File: src/rtl/todc_pkg.sv
package todc_pkg;

    // Request codes
    localparam logic [3:0] REQ_TICK     = 4'd0;
    localparam logic [3:0] REQ_TAKE_EV  = 4'd1;
    localparam logic [3:0] REQ_SET_SEC  = 4'd2;
    localparam logic [3:0] REQ_SET_MIN  = 4'd3;
    localparam logic [3:0] REQ_SET_HOUR = 4'd4;
    localparam logic [3:0] REQ_INC_SEC  = 4'd5;
    localparam logic [3:0] REQ_INC_MIN  = 4'd6;
    localparam logic [3:0] REQ_INC_HOUR = 4'd7;
    localparam logic [3:0] REQ_CLR_DAYS = 4'd8;

    // Event flag bits
    localparam int EV_PORTION = 0;
    localparam int EV_SECOND  = 1;
    localparam int EV_MINUTE  = 2;
    localparam int EV_HOUR    = 3;
    localparam int EV_DAY     = 4;

    // Wrap limits and reset divider
    localparam logic [5:0] SEC_LIMIT   = 6'd60;
    localparam logic [5:0] MIN_LIMIT   = 6'd60;
    localparam logic [4:0] HOUR_LIMIT  = 5'd24;
    localparam logic [7:0] DIV_RESET   = 8'd3;

    typedef struct packed {
        logic [3:0] req_type;
        logic [7:0] set_value;
    } t_todc_req;

    typedef struct packed {
        logic [5:0]  seconds_now;
        logic [5:0]  minutes_now;
        logic [4:0]  hours_now;
        logic [15:0] day_count;
        logic [4:0]  taken_events;
    } t_todc_rsp;

    // Input stage to core: a held request and whether it moves on this cycle
    typedef struct packed {
        logic      fire;
        t_todc_req req;
    } t_todc_issue;

endpackage

File: src/rtl/time_of_day_counter_with_events.sv
// A request is held in the input register and its result in the result register;
// a stall at the output holds the result, and then the request behind it.
// Throughput: one request per cycle; the input register and the result register
// each hold one request, so a waiting result stalls the input once the input
// register is full.
// Reset (synchronous, active low) clears the time, day count, prescaler and
// event flags, sets the tick divider to 3 and empties both registers.
module time_of_day_counter_with_events (
    input  logic                i_clk,
    input  logic                i_rst_n,
    input  logic                i_cfg_valid,
    output logic                o_cfg_ready,
    input  logic [7:0]          i_cfg_data,
    input  logic                i_in_valid,
    output logic                o_in_ready,
    input  todc_pkg::t_todc_req i_in_req,
    output logic                o_out_valid,
    input  logic                i_out_ready,
    output todc_pkg::t_todc_rsp o_out_rsp
);
    import todc_pkg::*;

    t_todc_issue issue;
    t_todc_rsp   rsp;
    logic        can_pass;

    assign o_cfg_ready = 1'b1;

    todc_in_stage u_in (
        .i_clk      (i_clk),
        .i_rst_n    (i_rst_n),
        .i_in_valid (i_in_valid),
        .o_in_ready (o_in_ready),
        .i_in_req   (i_in_req),
        .i_can_pass (can_pass),
        .o_issue    (issue)
    );

    todc_core u_core (
        .i_clk       (i_clk),
        .i_rst_n     (i_rst_n),
        .i_cfg_valid (i_cfg_valid),
        .i_cfg_data  (i_cfg_data),
        .i_issue     (issue),
        .o_rsp       (rsp)
    );

    todc_out_stage u_out (
        .i_clk       (i_clk),
        .i_rst_n     (i_rst_n),
        .i_fire      (issue.fire),
        .i_rsp       (rsp),
        .o_can_pass  (can_pass),
        .o_out_valid (o_out_valid),
        .i_out_ready (i_out_ready),
        .o_out_rsp   (o_out_rsp)
    );

endmodule

File: src/rtl/todc_in_stage.sv
module todc_in_stage (
    input  logic               i_clk,
    input  logic               i_rst_n,
    input  logic               i_in_valid,
    output logic               o_in_ready,
    input  todc_pkg::t_todc_req i_in_req,
    input  logic               i_can_pass,
    output todc_pkg::t_todc_issue o_issue
);
    import todc_pkg::*;

    logic      r_vld;
    logic      n_vld;
    t_todc_req r_req;
    logic      fire;

    // Pass the held request on when the result side can take it
    assign fire       = r_vld && i_can_pass;
    assign o_in_ready = !r_vld || i_can_pass;

    always_comb begin
        n_vld = r_vld;
        if (fire) begin
            n_vld = 1'b0;
        end
        if (i_in_valid && o_in_ready) begin
            n_vld = 1'b1;
        end
    end

    always_ff @(posedge i_clk) begin
        if (!i_rst_n) begin
            r_vld <= 1'b0;
        end else begin
            r_vld <= n_vld;
        end
    end

    // Capture the request payload
    always_ff @(posedge i_clk) begin
        if (i_in_valid && o_in_ready) begin
            r_req <= i_in_req;
        end
    end

    assign o_issue.fire = fire;
    assign o_issue.req  = r_req;

endmodule

File: src/rtl/todc_core.sv
module todc_core (
    input  logic                  i_clk,
    input  logic                  i_rst_n,
    input  logic                  i_cfg_valid,
    input  logic [7:0]            i_cfg_data,
    input  todc_pkg::t_todc_issue i_issue,
    output todc_pkg::t_todc_rsp   o_rsp
);
    import todc_pkg::*;

    logic [7:0]  r_div;
    logic [7:0]  r_presc, n_presc;
    logic [5:0]  r_sec, n_sec;
    logic [5:0]  r_min, n_min;
    logic [4:0]  r_hour, n_hour;
    logic [15:0] r_day, n_day;
    logic [4:0]  r_ev, n_ev;
    logic [4:0]  taken;
    logic [5:0]  sec_inc;
    logic [5:0]  min_inc;
    logic [4:0]  hour_inc;

    // Wrapped increments
    assign sec_inc  = (r_sec  >= SEC_LIMIT - 6'd1)  ? 6'd0 : r_sec  + 6'd1;
    assign min_inc  = (r_min  >= MIN_LIMIT - 6'd1)  ? 6'd0 : r_min  + 6'd1;
    assign hour_inc = (r_hour >= HOUR_LIMIT - 5'd1) ? 5'd0 : r_hour + 5'd1;

    // Next time and flags for the request at hand
    always_comb begin
        n_presc = r_presc;
        n_sec   = r_sec;
        n_min   = r_min;
        n_hour  = r_hour;
        n_day   = r_day;
        n_ev    = r_ev;
        taken   = 5'd0;
        case (i_issue.req.req_type)
            REQ_TICK: begin
                n_ev[EV_PORTION] = 1'b1;
                if (r_presc < r_div) begin
                    n_presc = r_presc + 8'd1;
                end else begin
                    n_presc         = 8'd0;
                    n_ev[EV_SECOND] = 1'b1;
                    n_sec           = sec_inc;
                    if (sec_inc == 6'd0) begin
                        n_ev[EV_MINUTE] = 1'b1;
                        n_min           = min_inc;
                        if (min_inc == 6'd0) begin
                            n_ev[EV_HOUR] = 1'b1;
                            n_hour        = hour_inc;
                            if (hour_inc == 5'd0) begin
                                n_ev[EV_DAY] = 1'b1;
                                n_day        = r_day + 16'd1;
                            end
                        end
                    end
                end
            end
            REQ_TAKE_EV: begin
                taken = r_ev;
                n_ev  = 5'd0;
            end
            REQ_SET_SEC: begin
                if (i_issue.req.set_value < 8'(SEC_LIMIT)) begin
                    n_sec = i_issue.req.set_value[5:0];
                end
            end
            REQ_SET_MIN: begin
                if (i_issue.req.set_value < 8'(MIN_LIMIT)) begin
                    n_min = i_issue.req.set_value[5:0];
                end
            end
            REQ_SET_HOUR: begin
                if (i_issue.req.set_value < 8'(HOUR_LIMIT)) begin
                    n_hour = i_issue.req.set_value[4:0];
                end
            end
            REQ_INC_SEC:  n_sec  = sec_inc;
            REQ_INC_MIN:  n_min  = min_inc;
            REQ_INC_HOUR: n_hour = hour_inc;
            REQ_CLR_DAYS: n_day  = 16'd0;
            default: ;
        endcase
    end

    // Commit state when the request moves to the result register; load the divider whenever a config write is valid
    always_ff @(posedge i_clk) begin
        if (!i_rst_n) begin
            r_div   <= DIV_RESET;
            r_presc <= 8'd0;
            r_sec   <= 6'd0;
            r_min   <= 6'd0;
            r_hour  <= 5'd0;
            r_day   <= 16'd0;
            r_ev    <= 5'd0;
        end else begin
            if (i_cfg_valid) begin
                r_div <= i_cfg_data;
            end
            if (i_issue.fire) begin
                r_presc <= n_presc;
                r_sec   <= n_sec;
                r_min   <= n_min;
                r_hour  <= n_hour;
                r_day   <= n_day;
                r_ev    <= n_ev;
            end
        end
    end

    assign o_rsp.seconds_now  = n_sec;
    assign o_rsp.minutes_now  = n_min;
    assign o_rsp.hours_now    = n_hour;
    assign o_rsp.day_count    = n_day;
    assign o_rsp.taken_events = taken;

endmodule

File: src/rtl/todc_out_stage.sv
module todc_out_stage (
    input  logic                i_clk,
    input  logic                i_rst_n,
    input  logic                i_fire,
    input  todc_pkg::t_todc_rsp i_rsp,
    output logic                o_can_pass,
    output logic                o_out_valid,
    input  logic                i_out_ready,
    output todc_pkg::t_todc_rsp o_out_rsp
);
    import todc_pkg::*;

    logic      r_vld;
    logic      n_vld;
    t_todc_rsp r_rsp;

    // Room for a new result when empty or the current one leaves now
    assign o_can_pass = !r_vld || i_out_ready;

    always_comb begin
        n_vld = r_vld;
        if (r_vld && i_out_ready) begin
            n_vld = 1'b0;
        end
        if (i_fire) begin
            n_vld = 1'b1;
        end
    end

    always_ff @(posedge i_clk) begin
        if (!i_rst_n) begin
            r_vld <= 1'b0;
        end else begin
            r_vld <= n_vld;
        end
    end

    // Load the result
    always_ff @(posedge i_clk) begin
        if (i_fire) begin
            r_rsp <= i_rsp;
        end
    end

    assign o_out_valid = r_vld;
    assign o_out_rsp   = r_rsp;

endmodule

File: config.mk
export PLATFORM = sky130hd
export DESIGN_NAME = time_of_day_counter_with_events
export DESIGN_NICKNAME = d
export VERILOG_FILES = /design/src/rtl/todc_pkg.sv /design/src/rtl/time_of_day_counter_with_events.sv /design/src/rtl/todc_in_stage.sv /design/src/rtl/todc_core.sv /design/src/rtl/todc_out_stage.sv
export SDC_FILE = /design/constraint.sdc
export NUM_CORES = 1
export LEC_CHECK = 0
export BUFFER_PORTS_ARGS = -buffer_cell sky130_fd_sc_hd__buf_2
export CAP_MARGIN = 20
export CORE_ASPECT_RATIO = 2
export CORE_MARGIN = 2
export CORE_UTILIZATION = 59
export CTS_CLUSTER_DIAMETER = 100
export DETAILED_ROUTE_END_ITERATION = 12
export PLACE_DENSITY = 0.9
export SYNTH_ARGS = -nofsm -noshare
export SYNTH_HDL_FRONTEND = slang
export SYNTH_SLANG_ARGS = --single-unit
File: constraint.sdc
create_clock -name i_clk -period 3.43 [get_ports i_clk]
set_input_delay 0 -clock i_clk [delete_from_list [all_inputs] [get_ports i_clk]]
set_output_delay 0 -clock i_clk [all_outputs]
set_load 0.01 [all_outputs]
======== Word-level counts from Yosys, hierarchy flattened ========
Cells that the tools add are included.
word-level totals
  register bits ........................... 106
  input port bits ......................... 25
  output and inout port bits .............. 41
  word-level logic and storage cells ...... 93
cells by class
  add/sub/neg operators ................... 5
  $lt $le $gt $ge ......................... 6
  eq/ne operators ......................... 12
  multiplexer cells ....................... 30
  reductions and logical operators ........ 20
operator list
  cell                                                                           number
  16-bit two-way mux                                                             4
  6-bit two-way mux                                                              7
  6-bit one-hot mux with 3 select lines                                          2
  16-bit one-hot mux with 2 select lines                                         1
  5-bit two-way mux                                                              5
  16-bit by 1-bit adder with 16-bit output (second input constant)               1
  4-bit by 3-bit == test with 1-bit output (second input constant)               4
  5-bit one-hot mux with 3 select lines                                          1
  6-bit by 1-bit adder with 6-bit output (second input constant)                 2
  6-bit greater-or-equal comparator (second input constant)                      2
  6-bit logical NOT                                                              2
  5-bit one-hot mux with 2 select lines                                          1
  8-bit by 1-bit adder with 8-bit output (second input constant)                 1
  4-bit by 2-bit == test with 1-bit output (second input constant)               2
  8-bit by 5-bit less-than comparator with 1-bit output (second input constant)  1
  8-bit by 6-bit less-than comparator with 1-bit output (second input constant)  1
  8-bit less-than comparator                                                     1
  8-bit two-way mux                                                              1
  2-bit by 1-bit inequality test with 1-bit output (second input constant)       3
  6-bit AND reduction                                                            1
  2-bit nonzero test                                                             3
  5-bit by 1-bit adder with 5-bit output (second input constant)                 1
  5-bit greater-or-equal comparator (second input constant)                      1
  5-bit logical NOT                                                              1
  15 further kinds                                                               24

======== Longest topological paths before layout ========
  depth after elaboration ................. 8
  depth in mapped cells ................... 11

======== Cells and area by module ========
Synthesis repeated with hierarchy kept, for this count alone.
unflattened totals
  cell total of the unflattened synthesis .. 644
  area total of the unflattened synthesis .. 5840.6 sq um
modules (own cells, without submodules)
  module                           times used  cells each  area an instance (sq um)  seq. area each (sq um)
  todc_core                        1           581         4206.5                    1081.0
  todc_out_stage                   1           42          1189.9                    1161.1
  todc_in_stage                    1           19          432.9                     380.4
  time_of_day_counter_with_events  1           2           11.3                      0.0

======== Least setup slack after synthesis ========
OpenSTA, ideal clock, no wires.
  path kind ............................... register -> register
  from .................................... reg u_core.r_min[0]
  to ...................................... reg u_core.r_day[9]
  library setup time ...................... 0.115 ns
  arrival time ............................ 2.614 ns
  slack ................................... 0.701 ns
  stages on the path, launching flop included .. 9
  path buffers ............................ 0
  clock period less this slack ............ 2.729 ns
  cell sequence ........................... dfxtp_1 > ha_1 > xor2_1 > or4b_1 > o21ai_1 > or3b_2 > nor4_2 > a21oi_1 > o21ba_2
between the ends
  longest elaborated chain between the ends .. 7
  elaborated cells between the ends (all ways) .. 8
  those cells by class .................... add/sub: 1; order compare: 1; mux: 5; reduce/logical: 1
ends and longest elaborated chain
  element                                                                                             RTL line          source
  from (decl)                                                                                         todc_core.sv:14   logic [5:0] r_min, n_min;
  from (signal assigned)                                                                              todc_core.sv:104  r_min <= n_min;
  6-bit by 1-bit adder with 6-bit output / 6-bit greater-or-equal comparator (equally long branches)  todc_core.sv:25   assign min_inc = (r_min >= MIN_LIMIT - 6'd1) ? 6'd0 : r_min + 6'd1;
  6-bit two-way mux (*)                                                                               todc_core.sv:25
  6-bit logical NOT (*)                                                                               todc_core.sv:49   if (min_inc == 6'd0) begin
  16-bit two-way mux (*)                                                                              todc_core.sv:49
  16-bit two-way mux (*)                                                                              todc_core.sv:46   if (sec_inc == 6'd0) begin
  16-bit two-way mux (*)                                                                              todc_core.sv:40   if (r_presc < r_div) begin
  16-bit one-hot mux with 2 select lines (*)                                                          todc_core.sv:37   case (i_issue.req.req_type)
  to (signal assigned)                                                                                todc_core.sv:106  r_day <= n_day;
  to (decl)                                                                                           todc_core.sv:16   logic [15:0] r_day, n_day;
Every way passes the cells marked *; elsewhere a longest branch is shown, timed or not.
A chain may end at the register's enable or synchronous reset.

======== Final worst setup path ========
  from .................................... reg u_core.r_min[1]
  to ...................................... reg u_core.r_day[15]
The elaborated chain is that of the path after synthesis.

==> metrics <==
status=completed; layout cells sized above 1=0.1591; clock sink count=106; RR Startpoint=u_core.r_min[1]$_SDFFE_PN0P_; GP Congestion=1.018; CP max stage cell=or4_1; synthesized net count=675; drt wl/cell=19.06 um; Num CTS Buffers=9; # setup viols final=0; clk_skew=0.005187 ns; post-synthesis cell area=5758 um2; critical path launch point type=register; YS warnings=0; WP data required=3.71 ns; Yosys reg bits=106; HP Class=input port to register; Die Y=143.7 um; synth unique cells=66; worst-margin pin slew=0.9682 ns; post-layout util=0.7025; worst hold slack=0.03648 ns; Cells after Synth=638; Crit Path Category=register to register; Max transition margin=0.3490; Post-synth EDFFs=50; CP Buf/Inv Count=0; antenna-violating nets left=0; Pwr Density=395.8 nW/um2; Area Growth Syn to Fin=17.56%; Max Clk Rate=303.4 MHz; vias in the first global route=5437; Initial Util=0.5976; IO Pins=66; core area=9635 um2; Peak supply drop=0.2870 mV; DRC=0; Worst Path Max Fanout=15; Tmin final=3.296 ns; Post-Place Cells=816; largest net degree at the start of global routing=40; Via density=6.367; I/O Buffers=64; crit-path cells=ha_1, xor2_1, or4b_1, o21ai_1, nor3b_4, nand4_4, or4_1, a21oi_1; Routed WL=16300 um; CTS root buf=clkbuf_16; gr usage total=0.3116; Final Hold Vio Count=0; Seq/Total Area, Yosys=0.4555; initial antenna violation count=0; Via Count=5444; Final Non-Filler Cells=855; Die ar.=10610 um2; Max Cap Viol=0; Critical Path Source=u_core.r_min[1]$_SDFFE_PN0P_; Die Width=73.86 um; gr ovfl total=0; n_diodes=0; final net count=755; kind of end point of the critical path=register; Max H-tree Level=3; hold path startpoint=i_cfg_valid; fraction of registers with async set/reset=0; DRT iter0 DRCs=577; Max Slew Vio Count=0; Max stage delay on crit path=0.57 ns; Leakage=2.457 nW; Clk Latency, worst-skew pair=0.36 ns; worst-case clock buffer depth=2; crit path DAT=3.58 ns; CP top delay family=simple AND/OR/NAND/NOR gates; placed wire-length estimate=11300 um; Avg Synthesized Cell Area=9.025 um2; drt first pass iters=6; worst reg2reg setup slack=0.13 ns; CTS tree=built; ys flop type=dfxtp_1; crit share post-route=0.9608; Core Rows=51; Worst-path clk slew=0.07 ns; first-pass GRT wire length=25190 um
-- power breakdown --
| group | total (mW) | switching (mW) | internal [mW] |
|---|---|---|---|
| registers | 1.39 | 0.0289 | 1.36 |
| clock network | 1.05 | 0.482 | 0.571 |
| logic | 0.233 | 0.139 | 0.0943 |
| total | 2.68 | 0.649 | 2.03 |
-- worst paths after layout --
check,endpoint,cells past startpoint
max,u_core.r_day[15]$_SDFFE_PN0P_,8
min,u_core.r_div[1]$_SDFFE_PN1P_,3
max reg2reg,u_core.r_day[15]$_SDFFE_PN0P_,8
min reg2reg,u_core.r_ev[1]$_SDFFE_PN0P_,2
-- metrics by stage --
| stage | power (mW) | setup slack, ns | instance area (um2) | setup TNS (ns) |
|---|---|---|---|---|
| after global placement | 1.619 | 0.3315 | 6230 | 0 |
| after detailed placement | 1.628 | 0.1863 | 6230 | 0 |
| after global routing | 2.755 | -0.006835 | 6769 | -0.006835 |
| after floorplan | 1.545 | 0.7006 | 5758 | 0 |
| final | 2.679 | 0.1343 | 6769 | 0 |
| after CTS | 2.679 | 0.1285 | 6753 | 0 |
-- worst reg2reg max path, cell delays in order (launching register included) --
cell	delay, ns
dfxtp_1	0.47
ha_1	0.28
xor2_1	0.11
or4b_1	0.50
o21ai_1	0.31
nor3b_4	0.51
nand4_4	0.30
or4_1	0.57
a21oi_1	0.17
-- final cells by class --
cell class,count,area (um2)
inverter,15,56.30
timing repair buffer,105,683.2
tap,132,165.2
clock buffer,9,225.2
sequential,106,2623
fill,726,2867
clock inverter,7,77.57
multi-input combinational,481,2939
-- sequential cells by signal, summed over array words and instances (netlist names) --
| register | cells |
|---|---|
| u_core.r_hour | 5 |
| u_in.o_issue | 12 |
| u_out.o_out_rsp | 38 |
| u_core.r_min | 6 |
| u_core.r_div | 8 |
| u_core.r_presc | 8 |
| u_core.r_ev | 5 |
| u_core.r_day | 16 |
| u_out.o_out_valid | 1 |
| u_in.r_vld | 1 |
| u_core.r_sec | 6 |
-- cells in the final DEF, fill, tap and decap left out, types with 12 or more instances in the layout --
cell type | Yosys | final
dlygate4sd3_1 | 0 | 22
and2_1 | 14 | 14
nor3_1 | 12 | 12
o31ai_1 | 12 | 12
mux2i_1 | 16 | 16
xor2_1 | 15 | 15
edfxtp_1 | 50 | 50
nand3_1 | 31 | 31
dfxtp_1 | 56 | 56
a31oi_1 | 16 | 16
ha_1 | 12 | 12
buf_4 | 1 | 19
nand2_1 | 58 | 58
buf_2 | 2 | 64
nor2b_1 | 12 | 12
inv_1 | 15 | 14
nor2_1 | 60 | 60
a21oi_1 | 39 | 39
o21ai_0 | 43 | 43
-- repair_timing --
action,CTS,global route
gates resized for setup,0,1
hold buffers,22,0
setup buffers,0,1
hold endpoints to repair,22,0
endpoints found under the setup margin,0,9
-- cells in the mapped netlist (10+ instances only) --
library cell,count,area share
nand2_1,58,0.038
nand4_1,11,0.012
edfxtp_1,50,0.26
a31oi_1,16,0.017
or3_1,10,0.011
and3_1,11,0.012
o31ai_1,12,0.016
and2_1,14,0.015
o21ai_0,43,0.037
clkbuf_1,30,0.020
xor2_1,15,0.023
nor3_1,12,0.010
nor2_1,60,0.039
a21oi_1,39,0.034
inv_1,15,0.0098
mux2i_1,16,0.028
dfxtp_1,56,0.19
ha_1,12,0.026
nand3_1,31,0.027
nor2b_1,12,0.013
-- layer usage --
metal,routed length (um),track usage,vias to the layer above
met4,1030,0.2144,0
li1,-,-,2515
met2,8868,0.5634,264
met5,0,0,-
met3,851,0.05891,82
met1,5548,0.3046,2583
-- logic make-up (layout without fill, tap and decap cells) --
| family | count (synthesis) | after routing | share of synthesized area |
|---|---|---|---|
| muxes | 17 | 17 | 0.02977 |
| adders and majority gates | 12 | 12 | 0.02607 |
| and+or+nand+nor | 258 | 258 | 0.2312 |
| AOI/OAI and AO/OA | 171 | 171 | 0.1878 |
| DFF | 106 | 106 | 0.4555 |
| buffers and inverters | 51 | 136 | 0.03564 |
| xor gates and xnor gates | 22 | 22 | 0.03346 |
| other | 1 | 1 | 0.0006513 |
(Power assumes the default switching activity.)
